--- src/sv/tbp_pkg.sv ---
// ----------------------------------------------------------------------------
// tbp_pkg: shared types and constants for the box-projection UV block
// Beat payload structs, fixed-point constants, register indexes and the
// widths of the shared divider.
// ----------------------------------------------------------------------------
package tbp_pkg;

  localparam int CFG_IDX_W = 3;
  localparam int CFG_DATA_W = 32;

  localparam logic [CFG_IDX_W-1:0] CFG_MIN_X  = 3'd0;
  localparam logic [CFG_IDX_W-1:0] CFG_MIN_Y  = 3'd1;
  localparam logic [CFG_IDX_W-1:0] CFG_MIN_Z  = 3'd2;
  localparam logic [CFG_IDX_W-1:0] CFG_MAX_X  = 3'd3;
  localparam logic [CFG_IDX_W-1:0] CFG_MAX_Y  = 3'd4;
  localparam logic [CFG_IDX_W-1:0] CFG_MAX_Z  = 3'd5;
  localparam logic [CFG_IDX_W-1:0] CFG_FLIP_V = 3'd6;

  localparam logic [16:0] ONE_Q16 = 17'd65536;
  localparam logic [15:0] ONE_Q14 = 16'd16384;

  // shared divider: numerator < denominator * 2^DIV_Q_W
  localparam int DIV_NUM_W = 50;
  localparam int DIV_DEN_W = 33;
  localparam int DIV_Q_W   = 17;
  localparam int DIV_CNT_W = 5;

  typedef struct packed {
    logic signed [31:0] a_x;
    logic signed [31:0] a_y;
    logic signed [31:0] a_z;
    logic signed [31:0] b_x;
    logic signed [31:0] b_y;
    logic signed [31:0] b_z;
    logic signed [31:0] c_x;
    logic signed [31:0] c_y;
    logic signed [31:0] c_z;
  } in_t;

  typedef struct packed {
    logic signed [31:0] pos_x;
    logic signed [31:0] pos_y;
    logic signed [31:0] pos_z;
    logic [16:0]        tex_u;
    logic [16:0]        tex_v;
    logic signed [15:0] norm_x;
    logic signed [15:0] norm_y;
    logic signed [15:0] norm_z;
    logic [31:0]        vertex_number;
    logic               last_of_triangle;
  } out_t;

endpackage

--- src/sv/tbp_div.sv ---
// ----------------------------------------------------------------------------
// tbp_div: iterative restoring divider
// One quotient bit per cycle; the caller guarantees num < den * 2^DIV_Q_W.
// ----------------------------------------------------------------------------
module tbp_div (
  input  logic                           clk,
  input  logic                           rst_n,
  input  logic                           start,
  input  logic [tbp_pkg::DIV_NUM_W-1:0]  num,
  input  logic [tbp_pkg::DIV_DEN_W-1:0]  den,
  output logic                           done,
  output logic [tbp_pkg::DIV_Q_W-1:0]    quot
);
  import tbp_pkg::*;

  logic [DIV_NUM_W-1:0] rem_r;
  logic [DIV_NUM_W-1:0] dsh_r;
  logic [DIV_Q_W-1:0]   q_r;
  logic [DIV_CNT_W-1:0] cnt_r;
  logic                 busy_r;
  logic                 done_r;
  logic                 ge;

  assign ge = rem_r >= dsh_r;

  always_ff @(posedge clk) begin
    if (!rst_n) begin
      busy_r <= 1'b0;
      done_r <= 1'b0;
      cnt_r  <= '0;
    end else begin
      done_r <= 1'b0;
      if (start) begin
        rem_r  <= num;
        dsh_r  <= DIV_NUM_W'({den, {(DIV_Q_W-1){1'b0}}});
        cnt_r  <= DIV_CNT_W'(DIV_Q_W);
        busy_r <= 1'b1;
      end else if (busy_r) begin
        // subtract where it fits, shift the divisor down one place
        if (ge) begin
          rem_r <= rem_r - dsh_r;
        end
        q_r   <= {q_r[DIV_Q_W-2:0], ge};
        dsh_r <= dsh_r >> 1;
        cnt_r <= cnt_r - 1'b1;
        if (cnt_r == DIV_CNT_W'(1)) begin
          busy_r <= 1'b0;
          done_r <= 1'b1;
        end
      end
    end
  end

  assign done = done_r;
  assign quot = q_r;

`ifndef SYNTHESIS
  a_done_not_busy: assert property (@(posedge clk) disable iff (!rst_n)
    done_r |-> !busy_r) else $error("divider done while busy");
  a_done_after_busy: assert property (@(posedge clk) disable iff (!rst_n)
    $rose(done_r) |-> $past(busy_r)) else $error("divider done without work");
  a_busy_count: assert property (@(posedge clk) disable iff (!rst_n)
    busy_r |-> cnt_r != '0) else $error("divider busy with zero count");
`endif

endmodule

--- config.mk ---
export PLATFORM = sky130hd
export DESIGN_NAME = tbp_div
export DESIGN_NICKNAME = d
export VERILOG_FILES = /design/src/sv/tbp_pkg.sv /design/src/sv/tbp_div.sv
export SDC_FILE = /design/constraint.sdc
export NUM_CORES = 1
export LEC_CHECK = 0
export BUFFER_PORTS_ARGS = -buffer_cell sky130_fd_sc_hd__buf_2
export CAP_MARGIN = 20
export CORE_UTILIZATION = 35
export CTS_BUF_LIST = sky130_fd_sc_hd__clkbuf_2 sky130_fd_sc_hd__clkbuf_4 sky130_fd_sc_hd__clkbuf_8
export CTS_CLUSTER_DIAMETER = 60
export DETAILED_ROUTE_END_ITERATION = 10
export PLACE_DENSITY_LB_ADDON = 0.2
export SYNTH_ARGS = -nofsm -noshare
export SYNTH_HDL_FRONTEND = slang
export SYNTH_SLANG_ARGS = --single-unit
--- constraint.sdc ---
create_clock -name clk -period 5.9 [get_ports clk]
set_input_delay 0 -clock clk [delete_from_list [all_inputs] [get_ports clk]]
set_output_delay 0 -clock clk [all_outputs]
set_load 0.005 [all_outputs]
; Word-level counts from Yosys, hierarchy flattened
; Index checks and enable logic that the tools add are counted.
[word_totals]
input_bits = 86
rom_bits = 0
mem_count = 0
wordCells = 33
out_inout_bits = 18
ram_bits = 0
latch_bits = 0
ff_bits = 123
[classes]
n_div = 0
add_sub_neg = 2
reduce_logical = 7
n_mul = 0
magnitude_cmp = 1
n_eq_ne = 1
shift = 0
bitwise = 3
muxes = 11
[ops]
columns = cell, count
row1 = $mux W50, 3
row2 = $mux W49, 2
row3 = $ge A50 B49 Y1, 1
row4 = $sub A50 B49 Y50, 1
row5 = $mux W5, 2
row6 = $reduce_and A3 Y1, 2
row7 = $eq A5 B1 Y1 const B, 1
row8 = $sub A5 B1 Y5 const B, 1
row9 = $mux W1, 4
row10 = $reduce_bool A2 Y1, 2
row11 = $not A1 Y1, 3
row12 = $reduce_or A3 Y1, 1
row13 = $reduce_and A2 Y1, 1
row14 = $reduce_or A2 Y1, 1

; Depth between registers and ports, before layout
[depth]
ltp_word = 4
mapped_depth = 11
depth_no_buf = 11

; Worst setup path before layout
; No wires, ideal clock.
[synth_path]
kind = reg-to-reg
from = register dsh_r[0]
to = register rem_r[0], enable pin
path_buffers = 0
path_slack_ns = 1.698
path_stages_with_launch = 11
t_required_ns = 5.484
arrival_time_ns = 3.786
setup_time_ns = 0.416
period_less_slack_ns = 4.202
cell_sequence = edfxtp_1 -> ha_1 -> fa_1 -> nand2b_1 -> a21o_1 -> a211oi_2 -> o21ai_2 -> a2111oi_4 -> o2111ai_4 -> a21oi_1 -> o31a_1
[synth_between]
elab_chain_cells = 3
[synth_rtl]
columns = item, line
row1 = start: declaration, tbp_div.sv:17  ; logic [DIV_NUM_W-1:0] dsh_r;
row2 = start signal: assignment, tbp_div.sv:35  ; dsh_r <= DIV_NUM_W'({den, {(DIV_Q_W-1){1'b0}}});
row3 = start signal: assignment, tbp_div.sv:44  ; dsh_r <= dsh_r >> 1;
row4 = $ge A50 B49 Y1, tbp_div.sv:24  ; assign ge = rem_r >= dsh_r;
row5 = $reduce_bool A2 Y1 (no source line), -
row6 = $reduce_and A3 Y1 (no source line), -
row7 = end signal: assignment, tbp_div.sv:34  ; rem_r <= num;
row8 = end signal: assignment, tbp_div.sv:41  ; rem_r <= rem_r - dsh_r;
row9 = end: declaration, tbp_div.sv:16  ; logic [DIV_NUM_W-1:0] rem_r;
; No other way between the ends.
; A chain may end at the register's enable or synchronous reset.

; Worst setup path in the final report
[layout_path]
from = register dsh_r[0]
to = register rem_r[26], enable pin
; Same word-level chain as after synthesis.

==> summary.md <==
| Metric | Value |
|---|---|
| Status | `finished clean` |
| Later-pin clock latency in the skew report | `0.46 ns` |
| Setup Fix Bufs, Post-CTS | `0` |
| MaxCap Viol Count | `0` |
| Clk pin slew, worst setup/hold paths | `0.09 ns` |
| Core box area | `22,700 sq um` |
| Clock sinks | `123` |
| First-pass GRT wire length | `34.0 mm` |
| Top FF cell, synth | `edfxtp_1` |
| H-Tree Depth | `4` |
| Synth Net Count | `1,012` |
| Critical path launch point type | `flip-flop` |
| CP Launch Point | `dsh_r[0]$_SDFFCE_PP0P_` |
| Antenna Nets Post-Route | `0` |
| Vias in the first global route | `6,699` |
| Area Overhead vs Synth | `23.0%` |
| Fmax achieved | `257 MHz` |
| Slew Viols, Final | `0` |
| Dominant cells by area after synthesis | `edfxtp_1 (43%), ha_1 (7.8%), o21ai_0 (6.0%), nand2_1 (5.8%), a21oi_1 (4.4%)` |
| Flop and latch count out of synthesis | `123` |
| Avg WL per Cell | `15.7 um` |
| Post-synth ARST share | `0%` |
| Cells after Synth | `874` |
| Share of the synthesized area in the top cell type | `42.8%` |
| Gpl congestion | `0.856` |
| Avg Vias per Cell | `5.11` |
| CP Max Fanout | `23` |
| Post-synthesis sequential area ratio | `44.5%` |
| Final setup fails | `0` |
| R2R Path End | `rem_r[26]$_DFFE_PP_` |
| Fin. Hold Viols | `0` |
| Layout Nets | `1,180` |
| Clk pwr share | `29.7%` |
| Top cells by count, synth | `nand2_1 (126), edfxtp_1 (116), o21ai_0 (97)` |
| Hold EP | `rem_r[46]$_DFFE_PP_` |
| Share of layout cells above drive strength 1 | `15.4%` |
| Die W | `154 um` |
| Hold crit path type | `input pin to flip-flop` |
| Total GRT Usage | `18.1%` |
| Leak pwr | `4.10 nW` |
| Seq pwr share | `41.0%` |
| Root Driver | `clkbuf_8` |
| Max transition margin | `44.7%` |
| Top-count cell post-synth | `nand2_1` |
| Final Power | `0.00261 W` |
| Die height | `154 um` |
| Setup slack, reg-to-reg | `2.00 ns` |
| Max IR drop VDD | `0.000140 V` |
| Pwr dens | `261 nW/um^2` |
| Min-Delay Path Depth | `3` |
| Combinational share of power | `29.3%` |
| Post-Syn Area | `8140 sq um` |
| Tmin final | `3.90 ns` |
| Final worst slack | `2.00 ns` |
| Worst hold margin | `0.0308 ns` |
| Worst Clk Skew | `0.0162 ns` |
| Slew @ Worst Pin | `0.829 ns` |
| Final HPWL DP | `14.9 mm` |
| YS warnings | `0` |
| Routed wire length | `21.0 mm` |
| Fin crit share | `66.0%` |
| Num ports | `104` |
| R2r worst-path depth | `11` |
| Ant diodes | `0` |
| HP Start | `num[46]` |
| TritonRoute pass-1 iters | `4` |
| Sw frac | `35.6%` |
| Pre-CTS setup slack | `2.02 ns` |
| Port bufs | `103` |
| Post-synth EDFFs | `116` |
| Cts bufs inserted | `17` |
| Worst Path Required | `6.03 ns` |
| Fin Setup TNS | `0 ns` |
| Design internal power | `0.00168 W` |
| Grt ovf | `0` |
| Worst endpoint data arrival time | `4.02 ns` |
| RSZ-0062 raised after global routing | `false` |
| Synthesized area per cell | `9.31 sq um` |
| Critical path type | `flip-flop to flip-flop` |
| Yosys cell types | `72` |
| Clock Tree Buf Depth | `2` |
| R2R Path Start | `dsh_r[0]$_SDFFCE_PP0P_` |
| CTS tree | `done` |
| Row cnt | `55` |
| Largest net degree at the start of global routing | `73` |
| Vias | `6,850` |
| Synth area leader | `edfxtp_1` |
| Initial antenna violation count | `0` |
| Starting Density | `35.8%` |
| DRC | `0` |
| Initial drt markers | `460` |
| Total Die Area | `23,900 sq um` |
| Worst setup EP type | `flip-flop` |
| Sw Pwr | `0.000928 W` |
## worst max-delay path, stage by stage, from the launching register on
cell	delay, ns
edfxtp_1	0.39
ha_1	0.22
fa_1	0.41
nand2b_1	0.18
a21o_1	0.20
a211oi_2	0.35
o21ai_2	0.16
a2111oi_4	0.48
o2111ai_4	0.20
a21oi_1	0.24
o31a_2	0.33
buf_4	0.40
## final cells by class
cell class / count / area [sq um]
Timing Repair Buffer: 191 / 1380
Fill cell: 2311 / 12700
Tap cell: 285 / 357
Multi-Input combinational cell: 640 / 3990
Clock buffer: 17 / 234
Sequential cell: 123 / 3620
Clock inverter: 15 / 164
Inverter: 69 / 259
## power by group through the flow
stage | Sequential (W) | Clock, W | Combinational [W]
after floorplan | 0.00108 | 0 | 0.000551
after global placement | 0.00109 | 0 | 0.000715
after detailed placement | 0.00109 | 0 | 0.000717
after CTS | 0.00107 | 0.000797 | 0.000764
after global routing | 0.00108 | 0.000836 | 0.000854
final | 0.00107 | 0.000775 | 0.000764
## stage by stage
stage | area, sq um | util [%] | cells
floorplan | 8140 | - | 874
global placement | 8790 | 38.7 | 1226
detailed placement | 8790 | 38.7 | 1226
CTS | 10000 | 44.1 | 1340
global route | 10000 | 44.1 | 1340
finish | 10000 | 44.1 | 1340
## worst max path at each step
stage / to / slack (ns) / cells after the start
final: rem_r[26]$_DFFE_PP_ / 2.00 / 11
after detailed placement: rem_r[25]$_DFFE_PP_ / 2.02 / 11
after global placement: rem_r[15]$_DFFE_PP_ / 2.15 / 12
after CTS: rem_r[17]$_DFFE_PP_ / 1.98 / 11
after floorplan: rem_r[0]$_DFFE_PP_ / 1.70 / 10
after global routing: rem_r[26]$_DFFE_PP_ / 1.72 / 11
## state kept, by name (all words and copies together), names as in the netlist
signal,cells
busy_r,1
cnt_r,5
done,1
dsh_r,49
quot,17
rem_r,50
## per-layer routing
metal	wire length, um	GRT usage (%)	vias up
li1	-	-	3492
met1	10700	25.5	3186
met2	9200	28.2	155
met3	900	3.67	17
met4	240	5.23	0
met5	0	0	-
## layout by cell type, fill, tap and decap left out, drive strengths merged, types with 4 or more instances in the layout
cell           n
a31oi          4
a211oi        10
a311oi         7
a21o          18
ha            51
nor2          71
xnor2         23
dlygate4sd3   82
edfxtp       116
o21bai        16
a21boi         5
nor2b          4
clkbuf        17
dfxtp          7
inv           81
a21oi         72
xor2          16
o21ai        100
buf          109
nand3          7
nand2        126
nand4         20
nor3          17
nand2b         4
o21a           9
o211ai         8
nor3b          4
## cells by family (layout without fill, tap and decap cells)
group                    after synthesis  after routing  synth area share [%]
multiplexers                           3              3                 0.369
adder cells (fa/ha/maj)               52             52                  8.09
AND/OR/NAND/NOR                      275            275                  15.2
flip-flops                           123            123                  44.5
buffers and inverters                111            292                  6.49
XOR/XNOR                              39             39                  4.20
AO/OA/AOI/OAI                        271            271                  21.1
## timing repair
item | CTS | global route
endpoints found under the setup margin | 0 | 0
gates resized for setup | 0 | 0
endpoints found under the hold margin | 87 | 0
hold buffers | 82 | 0
No activity file was read; power rests on OpenSTA's default activity.
